`config.mk`:
```
export PLATFORM = sky130hd
export DESIGN_NAME = centroid_object_tracker
export DESIGN_NICKNAME = d
export VERILOG_FILES = /design/src/rtl/core/cot_pkg.sv /design/src/rtl/core/cot_ram.sv /design/src/rtl/core/centroid_object_tracker.sv
export SDC_FILE = /design/constraint.sdc
export NUM_CORES = 2
export LEC_CHECK = 0
export BUFFER_PORTS_ARGS = -buffer_cell sky130_fd_sc_hd__buf_2
export CAP_MARGIN = 25
export CORE_ASPECT_RATIO = 1.5
export CORE_UTILIZATION = 50
export CTS_CLUSTER_DIAMETER = 40
export CTS_CLUSTER_SIZE = 16
export DETAILED_ROUTE_END_ITERATION = 6
export PLACE_DENSITY = 0.66
export SLEW_MARGIN = 20
export SYNTH_ARGS = -nofsm -noshare
export SYNTH_HDL_FRONTEND = slang
export SYNTH_SLANG_ARGS = --single-unit
```
`constraint.sdc`:
```
create_clock -name clk -period 12 [get_ports clk]
set_input_delay 3 -clock clk [delete_from_list [all_inputs] [get_ports clk]]
set_output_delay 3 -clock clk [all_outputs]
set_load 0.01 [all_outputs]
```
`src/rtl/core/cot_pkg.sv`:
```
package cot_pkg;

	localparam logic [1:0] CMD_BLOB  = 2'd0;
	localparam logic [1:0] CMD_FRAME = 2'd1;
	localparam logic [1:0] CMD_CLEAR = 2'd2;

	localparam logic [2:0] REG_MARGIN   = 3'd0;
	localparam logic [2:0] REG_MOVE     = 3'd1;
	localparam logic [2:0] REG_MIN_AREA = 3'd2;
	localparam logic [2:0] REG_MAX_AREA = 3'd3;
	localparam logic [2:0] REG_RM_START = 3'd4;
	localparam logic [2:0] REG_MIN_LIFE = 3'd5;

	localparam logic [4:0] MAX_RES = 5'd16;
	localparam logic [15:0] LIFE_MAX = 16'hFFFF;

	typedef struct packed {
		logic [15:0] life;
		logic [5:0]  rc;
		logic [15:0] id;
		logic [18:0] area;
		logic [8:0]  y;
		logic [8:0]  x;
	} entry_t;

	typedef struct packed {
		logic [8:0] y;
		logic [8:0] x;
	} blob_t;

	// square window test, inclusive on all four sides
	function automatic logic near(input logic [8:0] ax, input logic [8:0] ay,
		input logic [8:0] bx, input logic [8:0] by, input logic [8:0] m);
		logic signed [10:0] dx;
		logic signed [10:0] dy;
		logic signed [10:0] sm;
		dx = signed'({2'b00, ax}) - signed'({2'b00, bx});
		dy = signed'({2'b00, ay}) - signed'({2'b00, by});
		sm = signed'({2'b00, m});
		return (dx >= -sm) && (dx <= sm) && (dy >= -sm) && (dy <= sm);
	endfunction

endpackage

```
`src/rtl/core/cot_ram.sv`:
```
module cot_ram #(
	parameter int WIDTH = 8,
	parameter int DEPTH = 16,
	parameter int AW = $clog2(DEPTH)
) (
	input  logic             clk,
	input  logic             we,
	input  logic [AW-1:0]    waddr,
	input  logic [WIDTH-1:0] wdata,
	input  logic [AW-1:0]    raddr,
	output logic [WIDTH-1:0] rdata
);

	logic [WIDTH-1:0] mem [DEPTH];

	always_ff @(posedge clk) begin
		if (we) begin
			mem[waddr] <= wdata;
		end
		rdata <= mem[raddr];
	end

endmodule

```
`src/rtl/core/centroid_object_tracker.sv`:
```
// Centroid object tracker. Send blobs (command 0) with x, y and area, then an
// end-of-frame (command 1); the block answers each end of frame with the
// tracked entries whose life count reached min_life, one transfer each,
// report_total on every transfer and tlast on the final one, or a single
// transfer with tuser (none_reported) set when none qualify. Command 2 clears
// the table and the ID counter. The tracked table and the blob list of the
// frame live in two RAMs with one registered read port each; one item is
// worked on at a time. A blob is matched by reading and comparing each
// table entry in turn. End of frame reads each table entry, reads and
// compares the stored blobs against it, and writes back the updated entry;
// a report pass then reads each entry, waiting for each result to be taken.
// Clear and filtered blobs are done in the idle state. No configuration is read back.
module centroid_object_tracker #(
	parameter int TABLE_DEPTH = 16,
	parameter int FRAME_BLOBS = 16
) (
	input  logic        clk,
	input  logic        arst_n,
	input  logic        s_tvalid,
	output logic        s_tready,
	input  logic [39:0] s_tdata,   // command[1:0], blob_x[10:2], blob_y[19:11], blob_area[38:20]
	output logic        m_tvalid,
	input  logic        m_tready,
	output logic [63:0] m_tdata,   // report_id[15:0], report_x[24:16], report_y[33:25],
	                               // report_area[52:34], report_total[57:53]
	output logic        m_tlast,   // last_report
	output logic        m_tuser,   // none_reported
	input  logic        cfg_we,
	input  logic [2:0]  cfg_index,
	input  logic [18:0] cfg_data
);

	localparam int TW = $clog2(TABLE_DEPTH);
	localparam int BW = $clog2(FRAME_BLOBS);
	localparam logic [TW:0] TD = (TW+1)'(TABLE_DEPTH);
	localparam logic [BW:0] FB = (BW+1)'(FRAME_BLOBS);
	localparam int EW = $bits(cot_pkg::entry_t);
	localparam int FW = $bits(cot_pkg::blob_t);

	localparam logic [3:0] S_IDLE   = 4'd0;
	localparam logic [3:0] S_B_RD   = 4'd1;
	localparam logic [3:0] S_B_CHK  = 4'd2;
	localparam logic [3:0] S_F_RD   = 4'd3;
	localparam logic [3:0] S_F_ENT  = 4'd4;
	localparam logic [3:0] S_F_BRD  = 4'd5;
	localparam logic [3:0] S_F_BCHK = 4'd6;
	localparam logic [3:0] S_F_UPD  = 4'd7;
	localparam logic [3:0] S_E_RD   = 4'd8;
	localparam logic [3:0] S_E_GOT  = 4'd9;
	localparam logic [3:0] S_E_OUT  = 4'd10;

	// configuration
	logic [8:0]  margin_q, min_life_q;
	logic        move_q;
	logic [18:0] min_area_q, max_area_q;
	logic [5:0]  rm_start_q;

	always_ff @(posedge clk or negedge arst_n) begin
		if (!arst_n) begin
			margin_q   <= 9'd20;
			move_q     <= 1'b1;
			min_area_q <= 19'd655;
			max_area_q <= 19'd16384;
			rm_start_q <= 6'd10;
			min_life_q <= 9'd30;
		end else if (cfg_we) begin
			case (cfg_index)
				cot_pkg::REG_MARGIN:   margin_q   <= cfg_data[8:0];
				cot_pkg::REG_MOVE:     move_q     <= cfg_data[0];
				cot_pkg::REG_MIN_AREA: min_area_q <= cfg_data;
				cot_pkg::REG_MAX_AREA: max_area_q <= cfg_data;
				cot_pkg::REG_RM_START: rm_start_q <= cfg_data[5:0];
				cot_pkg::REG_MIN_LIFE: min_life_q <= cfg_data[8:0];
				default: ;
			endcase
		end
	end

	// control state
	logic [3:0]  state_q;
	logic [TW:0] n_q, i_q, w_q;
	logic [BW:0] fbc_q, j_q;
	logic [15:0] next_id_q;
	logic        empty_q, seen_q;
	logic [4:0]  qcnt_q, emit_q;
	cot_pkg::entry_t e_q;
	logic [8:0]  bx_q, by_q;
	logic [18:0] ba_q;

	// output register
	logic        ovalid_q, olast_q, onone_q;
	logic [15:0] oid_q;
	logic [8:0]  ox_q, oy_q;
	logic [18:0] oa_q;
	logic [4:0]  otot_q;

	// input fields
	logic [1:0]  in_cmd;
	logic [8:0]  in_x, in_y;
	logic [18:0] in_a;
	assign in_cmd = s_tdata[1:0];
	assign in_x   = s_tdata[10:2];
	assign in_y   = s_tdata[19:11];
	assign in_a   = s_tdata[38:20];

	logic acc;
	logic blob_ok;
	assign s_tready = (state_q == S_IDLE);
	assign acc      = s_tvalid && s_tready;
	assign blob_ok  = (in_cmd == cot_pkg::CMD_BLOB) && (in_a >= min_area_q)
		&& (in_a <= max_area_q) && (fbc_q < FB);

	// memories
	logic            e_we, f_we;
	logic [TW-1:0]   e_waddr;
	cot_pkg::entry_t e_wdata, e_rdata;
	logic [EW-1:0]   e_rraw;
	cot_pkg::blob_t  f_wdata, f_rdata;
	logic [FW-1:0]   f_rraw;

	assign e_rdata = cot_pkg::entry_t'(e_rraw);
	assign f_rdata = cot_pkg::blob_t'(f_rraw);

	cot_ram #(.WIDTH(EW), .DEPTH(TABLE_DEPTH)) u_entry_ram (
		.clk  (clk),
		.we   (e_we),
		.waddr(e_waddr),
		.wdata(EW'(e_wdata)),
		.raddr(i_q[TW-1:0]),
		.rdata(e_rraw)
	);

	assign f_we    = acc && blob_ok;
	assign f_wdata = '{y: in_y, x: in_x};

	cot_ram #(.WIDTH(FW), .DEPTH(FRAME_BLOBS)) u_blob_ram (
		.clk  (clk),
		.we   (f_we),
		.waddr(fbc_q[BW-1:0]),
		.wdata(FW'(f_wdata)),
		.raddr(j_q[BW-1:0]),
		.rdata(f_rraw)
	);

	// compare results
	logic b_near, f_near;
	assign b_near = cot_pkg::near(bx_q, by_q, e_rdata.x, e_rdata.y, margin_q);
	assign f_near = cot_pkg::near(e_q.x, e_q.y, f_rdata.x, f_rdata.y, margin_q);

	// end of frame update of the held entry
	cot_pkg::entry_t upd;
	logic keep, qual;
	always_comb begin
		upd = e_q;
		if (seen_q) begin
			if (e_q.life != cot_pkg::LIFE_MAX) begin
				upd.life = e_q.life + 16'd1;
			end
		end else if (e_q.rc != 6'd0) begin
			upd.rc = e_q.rc - 6'd1;
		end
	end
	assign keep = (upd.rc != 6'd0);
	assign qual = keep && (upd.life >= {7'd0, min_life_q});

	logic [TW:0] w_next;
	logic [4:0]  qcnt_next;
	assign w_next    = keep ? w_q + 1'b1 : w_q;
	assign qcnt_next = (qual && qcnt_q < cot_pkg::MAX_RES) ? qcnt_q + 5'd1 : qcnt_q;

	// entry RAM write port
	always_comb begin
		e_we    = 1'b0;
		e_waddr = n_q[TW-1:0];
		e_wdata = '{life: 16'd0, rc: rm_start_q, id: 16'(fbc_q), area: in_a,
			y: in_y, x: in_x};
		case (state_q)
			S_IDLE: begin
				e_we = acc && blob_ok && empty_q && (n_q < TD);
			end
			S_B_CHK: begin
				if (b_near) begin
					e_we    = move_q;
					e_waddr = i_q[TW-1:0];
					e_wdata = e_rdata;
					e_wdata.x = bx_q;
					e_wdata.y = by_q;
				end else begin
					e_we    = (i_q + 1'b1 == n_q) && (n_q < TD);
					e_wdata = '{life: 16'd0, rc: rm_start_q, id: next_id_q + 16'd1,
						area: ba_q, y: by_q, x: bx_q};
				end
			end
			S_F_UPD: begin
				e_we    = keep;
				e_waddr = w_q[TW-1:0];
				e_wdata = upd;
			end
			default: ;
		endcase
	end

	always_ff @(posedge clk or negedge arst_n) begin
		if (!arst_n) begin
			state_q   <= S_IDLE;
			n_q       <= '0;
			i_q       <= '0;
			w_q       <= '0;
			fbc_q     <= '0;
			j_q       <= '0;
			next_id_q <= '0;
			empty_q   <= 1'b1;
			seen_q    <= 1'b0;
			qcnt_q    <= '0;
			emit_q    <= '0;
			ovalid_q  <= 1'b0;
		end else begin
			case (state_q)
				S_IDLE: begin
					if (acc) begin
						bx_q <= in_x;
						by_q <= in_y;
						ba_q <= in_a;
						case (in_cmd)
							cot_pkg::CMD_BLOB: begin
								if (blob_ok) begin
									fbc_q <= fbc_q + 1'b1;
									if (empty_q) begin
										if (n_q < TD) begin
											n_q <= n_q + 1'b1;
										end
									end else if (n_q != '0) begin
										i_q     <= '0;
										state_q <= S_B_RD;
									end else begin
										// nothing to match against: add directly
										next_id_q <= next_id_q + 16'd1;
										n_q       <= n_q + 1'b1;
									end
								end
							end
							cot_pkg::CMD_FRAME: begin
								i_q    <= '0;
								w_q    <= '0;
								qcnt_q <= '0;
								emit_q <= '0;
								if (n_q == '0) begin
									fbc_q    <= '0;
									empty_q  <= 1'b1;
									ovalid_q <= 1'b1;
									onone_q  <= 1'b1;
									olast_q  <= 1'b1;
									oid_q    <= '0;
									ox_q     <= '0;
									oy_q     <= '0;
									oa_q     <= '0;
									otot_q   <= '0;
									state_q  <= S_E_OUT;
								end else begin
									state_q <= S_F_RD;
								end
							end
							cot_pkg::CMD_CLEAR: begin
								n_q       <= '0;
								w_q       <= '0;
								fbc_q     <= '0;
								next_id_q <= '0;
								empty_q   <= 1'b1;
							end
							default: ;
						endcase
					end
				end
				S_B_RD: begin
					state_q <= S_B_CHK;
				end
				S_B_CHK: begin
					if (b_near) begin
						state_q <= S_IDLE;
					end else if (i_q + 1'b1 == n_q) begin
						// no match: add as a new entry if there is room
						if (n_q < TD) begin
							next_id_q <= next_id_q + 16'd1;
							n_q       <= n_q + 1'b1;
						end
						state_q <= S_IDLE;
					end else begin
						i_q     <= i_q + 1'b1;
						state_q <= S_B_RD;
					end
				end
				S_F_RD: begin
					state_q <= S_F_ENT;
				end
				S_F_ENT: begin
					e_q    <= e_rdata;
					seen_q <= 1'b0;
					j_q    <= '0;
					state_q <= (fbc_q == '0) ? S_F_UPD : S_F_BRD;
				end
				S_F_BRD: begin
					state_q <= S_F_BCHK;
				end
				S_F_BCHK: begin
					if (f_near) begin
						seen_q  <= 1'b1;
						state_q <= S_F_UPD;
					end else if (j_q + 1'b1 == fbc_q) begin
						state_q <= S_F_UPD;
					end else begin
						j_q     <= j_q + 1'b1;
						state_q <= S_F_BRD;
					end
				end
				S_F_UPD: begin
					w_q    <= w_next;
					qcnt_q <= qcnt_next;
					if (i_q + 1'b1 == n_q) begin
						// table compacted: start the report pass
						n_q     <= w_next;
						empty_q <= (w_next == '0);
						fbc_q   <= '0;
						i_q     <= '0;
						if (qcnt_next == 5'd0) begin
							ovalid_q <= 1'b1;
							onone_q  <= 1'b1;
							olast_q  <= 1'b1;
							oid_q    <= '0;
							ox_q     <= '0;
							oy_q     <= '0;
							oa_q     <= '0;
							otot_q   <= '0;
							state_q  <= S_E_OUT;
						end else begin
							state_q <= S_E_RD;
						end
					end else begin
						i_q     <= i_q + 1'b1;
						state_q <= S_F_RD;
					end
				end
				S_E_RD: begin
					state_q <= S_E_GOT;
				end
				S_E_GOT: begin
					if (e_rdata.life >= {7'd0, min_life_q}) begin
						ovalid_q <= 1'b1;
						onone_q  <= 1'b0;
						olast_q  <= (emit_q + 5'd1 == qcnt_q);
						oid_q    <= e_rdata.id;
						ox_q     <= e_rdata.x;
						oy_q     <= e_rdata.y;
						oa_q     <= e_rdata.area;
						otot_q   <= qcnt_q;
						state_q  <= S_E_OUT;
					end else if (i_q + 1'b1 == n_q) begin
						state_q <= S_IDLE;
					end else begin
						i_q     <= i_q + 1'b1;
						state_q <= S_E_RD;
					end
				end
				S_E_OUT: begin
					if (m_tready) begin
						ovalid_q <= 1'b0;
						if (olast_q) begin
							state_q <= S_IDLE;
						end else begin
							emit_q  <= emit_q + 5'd1;
							i_q     <= i_q + 1'b1;
							state_q <= S_E_RD;
						end
					end
				end
				default: state_q <= S_IDLE;
			endcase
		end
	end

	assign m_tvalid = ovalid_q;
	assign m_tdata  = {6'd0, otot_q, oa_q, oy_q, ox_q, oid_q};
	assign m_tlast  = olast_q;
	assign m_tuser  = onone_q;

	// a result is only presented while the report pass waits on it
	assert property (@(posedge clk) disable iff (!arst_n)
		m_tvalid |-> (state_q == S_E_OUT))
		else $error("result valid outside report wait");

	assert property (@(posedge clk) disable iff (!arst_n)
		(n_q <= TD) && (fbc_q <= FB))
		else $error("table or frame list count overflow");

	// the report count never exceeds the number of results a frame may give
	assert property (@(posedge clk) disable iff (!arst_n)
		(qcnt_q <= cot_pkg::MAX_RES) && (w_q <= n_q))
		else $error("report count or write pointer out of range");

	assert property (@(posedge clk) disable iff (!arst_n)
		(m_tvalid && !m_tready) |=> (m_tvalid && $stable(m_tdata)))
		else $error("pending result changed");

endmodule

```
# [After elaboration in Yosys (flattened, before gate mapping)]
# Memories as Yosys holds them, arrays and structs flattened. A register that Yosys moved wholly into a read port is not among the register bits.
# Cells that the tools add are included.
# W data, S select, Z words.
[op_classes] n_addsub=15 magnitude_cmp=15 eq_ne=47 muxes=130 n_reduce_logical=56
[op_table] op="$mux W16" n=15
[op_table] op="$mux W5" n=37
[op_table] op="$pmux W75 S2" n=1
[op_table] op="$mux W19" n=6
[op_table] op="$mux W75" n=1
[op_table] op="$pmux W5 S2" n=7
[op_table] op="$pmux W16 S2" n=2
[op_table] op="$mux W9" n=7
[op_table] op="$pmux W19 S3" n=1
[op_table] op="$pmux W9 S3" n=2
[op_table] op="$pmux W16 S3" n=1
[op_table] op="$pmux W5 S3" n=3
[op_table] op="$ge A10 B11 Y1" n=4
[op_table] op="$mux W4" n=11
[op_table] op="$pmux W4 S11" n=1
[op_table] op="$le A10 B10 Y1" n=4
[op_table] op="$sub A9 B9 Y10" n=4
[op_table] op="$add A5 B1 Y5 const B" n=7
[op_table] op="$add A16 B1 Y16 const B" n=2
[op_table] op="$ge A16 B9 Y1" n=2
[op_table] op="$ne A2 B2 Y1 const B" n=13
[op_table] op="$pmux W5 S5" n=1
[op_table] op="$reduce_and A8 Y1" n=3
[op_table] op="$logic_not A5 Y1" n=4
[op_table] op="45 further kinds" n=124
[word_totals] reg_bits=293 mem_bits_rw=1488 output_inout_bits=68 memories=2
[mem_list] memory="u_entry_ram.mem" depth=16 width=75 rd=1 rd_clocked_by_memory_dff=1 write_ports=1 line_no="cot_ram.sv:14" source="logic [WIDTH-1:0] mem [DEPTH];"
[mem_list] memory="u_blob_ram.mem" depth=16 width=18 rd=1 rd_clocked_by_memory_dff=1 write_ports=1 line_no="cot_ram.sv:14"

# [Logic depth before layout (Yosys ltp)]
[depth] depth_word=11 mapped_depth=23 ltp_nobuf=21

# [By module]
# From an unflattened synthesis, not the netlist that was laid out.
[unflattened] hier_cells=4285 hier_area_um2=76410.8
[modules_own_cells] mod="cot_ram (u_entry_ram)" instances=1 cells_per_inst=1926 area_each_um2=46316.9 seq_area_each_um2=37536.0
[modules_own_cells] mod="centroid_object_tracker" instances=1 cells_per_inst=1877 area_each_um2=18771.8 seq_area_each_um2=8214.1
[modules_own_cells] mod="cot_ram (u_blob_ram)" instances=1 cells_per_inst=482 area_each_um2=11322.1 seq_area_each_um2=9008.6

# [Worst setup path before layout]
# No wires, ideal clock.
[synth_path] path_kind="input -> register" from="in arst_n" to="reg e_q[0] (netlist bit) (enable)" arrival_ns=8.409 required_time_ns=11.384 path_slack_ns=2.975 path_stages=1 n_path_buf=0 path_cell_list="nor3b_1"
[synth_between] elab_chain_cells=1
[synth_lines] item="from (decl)" line_no="centroid_object_tracker.sv:18" source="input logic arst_n,"
[synth_lines] item="$reduce_and A2 Y1 (no line)"
[synth_lines] item="to (signal assigned)" line_no="centroid_object_tracker.sv:296" source="e_q <= e_rdata;"
[synth_lines] item="to (decl)" line_no="centroid_object_tracker.sv:86" source="cot_pkg::entry_t e_q;"
# Every way passes these cells.
# A chain may end at the register's enable or synchronous reset.

# [Worst setup path in the final report]
[layout_path] from="in s_tdata[27]" to="mem u_entry_ram.mem[0][5] (netlist bit) (enable)"
[layout_between] elab_chain_cells=10 word_cells_on_any_way=11 classes_between="order compare (2); mux (3); reduce/logical (6)"
[layout_lines] item="from (decl)" line_no="centroid_object_tracker.sv:21" source="input logic [39:0] s_tdata,"
[layout_lines] item="$ge A19 B19 Y1" line_no="centroid_object_tracker.sv:110" source="assign blob_ok = (in_cmd == cot_pkg::CMD_BLOB) && (in_a >= min_area_q)"
[layout_lines] item="$logic_and A1 B1 Y1" line_no="centroid_object_tracker.sv:110"
[layout_lines] item="$logic_and A1 B1 Y1 * (2 in a row)" line_no="centroid_object_tracker.sv:111" source="&& (in_a <= max_area_q) && (fbc_q < FB);"
[layout_lines] item="$logic_and A1 B1 Y1 * (3 in a row)" line_no="centroid_object_tracker.sv:179" source="e_we = acc && blob_ok && empty_q && (n_q < TD);"
[layout_lines] item="$pmux W1 S3 *" line_no="centroid_object_tracker.sv:177" source="case (state_q)"
[layout_lines] item="$mux W1 *" line_no="cot_ram.sv:17" source="if (we) begin"
[layout_lines] item="$mux W1 (not written as such) *" line_no="cot_ram.sv:18" source="mem[waddr] <= wdata;"
[layout_lines] item="to (decl)" line_no="cot_ram.sv:14"
# Every way passes the cells marked *; elsewhere a longest branch is shown, timed or not.

==> impl_metrics.py <==
metrics = {
    "logic_synthesis": {
        "synthArstFlopShare_pct": 6.457,
        "synth_warnings": 0,
        "avgSynthCellArea_um2": 18.77,
        "yosys_most_used_dff": "edfxtp_1",
        "synthCells": 4074,
        "syn_area_mm2": 0.07648,
        "ys_types": 94,
        "synth_edf_count": 1660,
        "seq_area_frac_synth_pct": 71.60,
        "ys_ff_latch": 1874,
    },
    "route": {
        "drt.antenna.violating_nets": 0,
        "wl_mm": 182.9,
        "drt_iter0_markers": 3843,
        "first_pass_iters": 7,
        "drcViolationCount": 1,
        "wire_per_inst_um": 28.18,
        "vias": 39570,
        "viasPerCell": 6.097,
    },
    "setup_path": {
        "reg2reg_depth": 23,
        "startpoint_type": "input port",
        "arrival_ps": 7070,
        "endpoint_kind": "flop",
        "path_class": "input port to flop",
        "worstPathCellList": "buf_2, ha_1, a21o_1, a211o_1, o211a_1, a211oi_1, o211ai_1, o21ai_0, a311o_1, nand3b_1, nor2_4, buf_4",
        "crit_cells": 12,
        "crit_slowest_cell": "buf_4",
        "required_ps": 12380,
        "cpPeakStageDelay_ps": 800,
        "critPathTopFamily": "compound AO/OA/AOI/OAI gates",
        "worst-path-max-fanout": 48,
        "r2r_setup_slack_ps": 5510,
        "worst-path-buf-inv": 2,
    },
    "clock_tree": {
        "cts_resized": 0,
        "htree_num_levels": 4,
        "cts_hold_buffers": 0,
        "clock-sinks": 1874,
        "cts_buffer_depth": 3,
        "clk_latency_ps": 840,
        "post_cts_buffers": 0,
        "cts.clk_slew.worst_paths_ps": 70,
        "cts_root_buffer": "clkbuf_16",
        "cts_made_buffers": 162,
        "cts_tree": "built",
    },
    "sta": {
        "skew_ps": 82.97,
        "setup_violations": 0,
        "period_minus_slack_ps": 6691,
        "slew_headroom_pct": 26.47,
        "worstMarginPinSlew_ps": 1103,
        "finalHoldViolCount": 0,
        "tns_ps": 0,
        "clock.fmax_mhz": 149.5,
        "fin_crit_sh_pct": 55.76,
        "slew_violations": 0,
        "grt_setup_unrepaired": "false",
    },
    "power": {
        "power.net_switching_uw": 5162,
        "pwr-share-seq_pct": 47.2,
        "combPwrFrac_pct": 22.1,
        "irDropWorstVdd_uv": 172.1,
        "power_leakage_uw": 0.02844,
        "p_int_uw": 12530,
        "power.density_mw_per_mm2": 206.2,
        "swShare_pct": 29.18,
        "clkPwrFrac_pct": 30.7,
    },
    "status": {
        "status": "finished, violations left",
        "violations": "DRC",
    },
    "cells_and_area": {
        "multi_input_area_mm2": 0.02075,
        "stdcell_area_mm2": 0.08579,
        "drive_gt1_share_pct": 24.84,
        "synthToLayoutAreaGrowth_pct": 12.18,
        "seq_area_mm2": 0.05478,
        "final_util_pct": 56.54,
        "fin_nets": 4572,
        "fill_cells": 11410,
    },
    "flow_run": {
        "max_cap_violations": 0,
    },
    "floorplanning": {
        "start_util_pct": 50.40,
        "io_pins": 135,
        "die_h_um": 481.0,
        "die_area_mm2": 0.1546,
        "fp-row-count": 175,
        "coreArea_mm2": 0.1517,
        "die_x_um": 321.3,
    },
    "global_route": {
        "grt_max_degree": 134,
        "grt_use_total_pct": 24.01,
        "first_global_vias": 40270,
        "grt_first_pass_wirelength_mm": 267.9,
        "grt_overflow": 0,
        "antenna_found_initial": 9,
    },
    "placed_design": {
        "gp_congestion": 0.8933,
        "post_dp_cell_area_mm2": 0.08017,
        "port_buffers": 127,
        "hpwl_mm": 105.5,
    },
    "min_path": {
        "min_delay_path_depth": 0,
        "hold_class": "flop to flop",
    },
}
==> synthesized netlist by cell type (33+ instances only) <==
library cell / count / area (um2)
clkbuf_1: 136 / 510.5
ha_1: 188 / 2352
nand3_1: 59 / 295.3
inv_1: 137 / 514.2
dfrtp_1: 104 / 2603
and2_1: 48 / 300.3
edfxtp_1: 1660 / 49850
nor3_1: 33 / 165.2
o21ai_0: 146 / 730.7
a21oi_1: 80 / 400.4
dfxtp_1: 93 / 1862
nand2_1: 185 / 694.4
mux2_2: 38 / 427.9
a22oi_1: 44 / 330.3
mux4_2: 465 / 10470
xnor2_1: 55 / 481.7
nor2_1: 139 / 521.8
==> worst reg2reg max path: cells and delay by family (launching register included) <==
| kind | cells | cell delay [ps] |
|---|---|---|
| and+or+nand+nor | 8 | 1530 |
| xor gates and xnor gates | 1 | 190 |
| buffers and inverters | 3 | 1190 |
| adders and majority gates | 3 | 790 |
| DFF | 1 | 370 |
| AOI/OAI and AO/OA | 8 | 1950 |
==> placed cells by master (no fill, tap or decap), types with 44 or more instances in the layout <==
cell / count
buf_4: 120
buf_2: 126
nand2_1: 185
nand3_1: 59
and2_1: 48
nor2_1: 108
xnor2_1: 55
edfxtp_1: 1660
o21ai_0: 144
clkbuf_16: 165
mux4_2: 465
a21oi_1: 79
dfxtp_1: 93
ha_1: 188
dfrtp_1: 98
a22oi_1: 44
inv_1: 137
==> cell type report <==
type	instances	share of cell area, %
timing repair buffer	252	1.905
sequential	1874	63.85
clock buffer	223	5.242
clock inverter	80	1.235
inverter	138	0.6038
tap	2035	2.968
multi-input combinational	1885	24.19
antenna	2	0.005834
==> final timing paths <==
check                                           start                     to
max in group asynchronous                      arst_n           next_id_q[9]
worst max-delay path                      s_tdata[27]  u_entry_ram.mem[0][5]
min in group asynchronous                      arst_n            margin_q[8]
worst min register to register  u_entry_ram.rdata[56]                e_q[56]
worst max register to register                by_q[0]  u_entry_ram.mem[0][5]
worst min-delay path            u_entry_ram.rdata[56]                e_q[56]
==> cells by family after synthesis <==
group	Yosys count	synth area share, %
flops	1874	71.60
other cells	1	0.004904
buf+inv	320	1.644
compound gates	457	4.026
xor+xnor	84	0.9620
mux	531	14.62
simple gates	615	3.959
fa+ha+maj	192	3.181
==> flip-flops by register name, summed over array words and instances (netlist names), 16 cells and up <==
| signal | count |
|---|---|
| max_area_q | 19 |
| oid_q | 16 |
| u_entry_ram.mem | 1200 |
| e_q | 75 |
| u_blob_ram.mem | 288 |
| min_area_q | 19 |
| u_blob_ram.rdata | 18 |
| next_id_q | 16 |
| ba_q | 19 |
| oa_q | 19 |
| u_entry_ram.rdata | 75 |
==> through the flow <==
stage,power (uW),hold WS (ps),setup WS (ps),cells
4_1_cts,17800,423.5,5372,6485
3_5_place_dp,12410,420.9,4536,6182
6_report,17690,419.6,5309,6489
3_3_place_gp,12300,413.8,4556,6180
2_1_floorplan,11010,407.2,2975,4079
5_1_grt,18410,440.4,5232,6488
==> power by group through the flow <==
| stage | clock, uW | sequential (uW) | combinational (uW) |
|---|---|---|---|
| 2_1_floorplan | 0 | 8270 | 2740 |
| 3_3_place_gp | 0 | 8480 | 3820 |
| 3_5_place_dp | 0 | 8480 | 3930 |
| 4_1_cts | 5510 | 8350 | 3940 |
| 5_1_grt | 5740 | 8390 | 4280 |
| 6_report | 5420 | 8350 | 3920 |
==> routing by layer <==
metal  vias up  part of all wire [%]  GRT usage (%)
li1      16900                     -              -
met1     20950                    39          31.31
met2      1408                    52          41.48
met3       308                   6.0          3.143
met4         2                   3.2          8.354
met5         -                0.0071              0
Note: power is estimated with default switching activity, not from simulation.
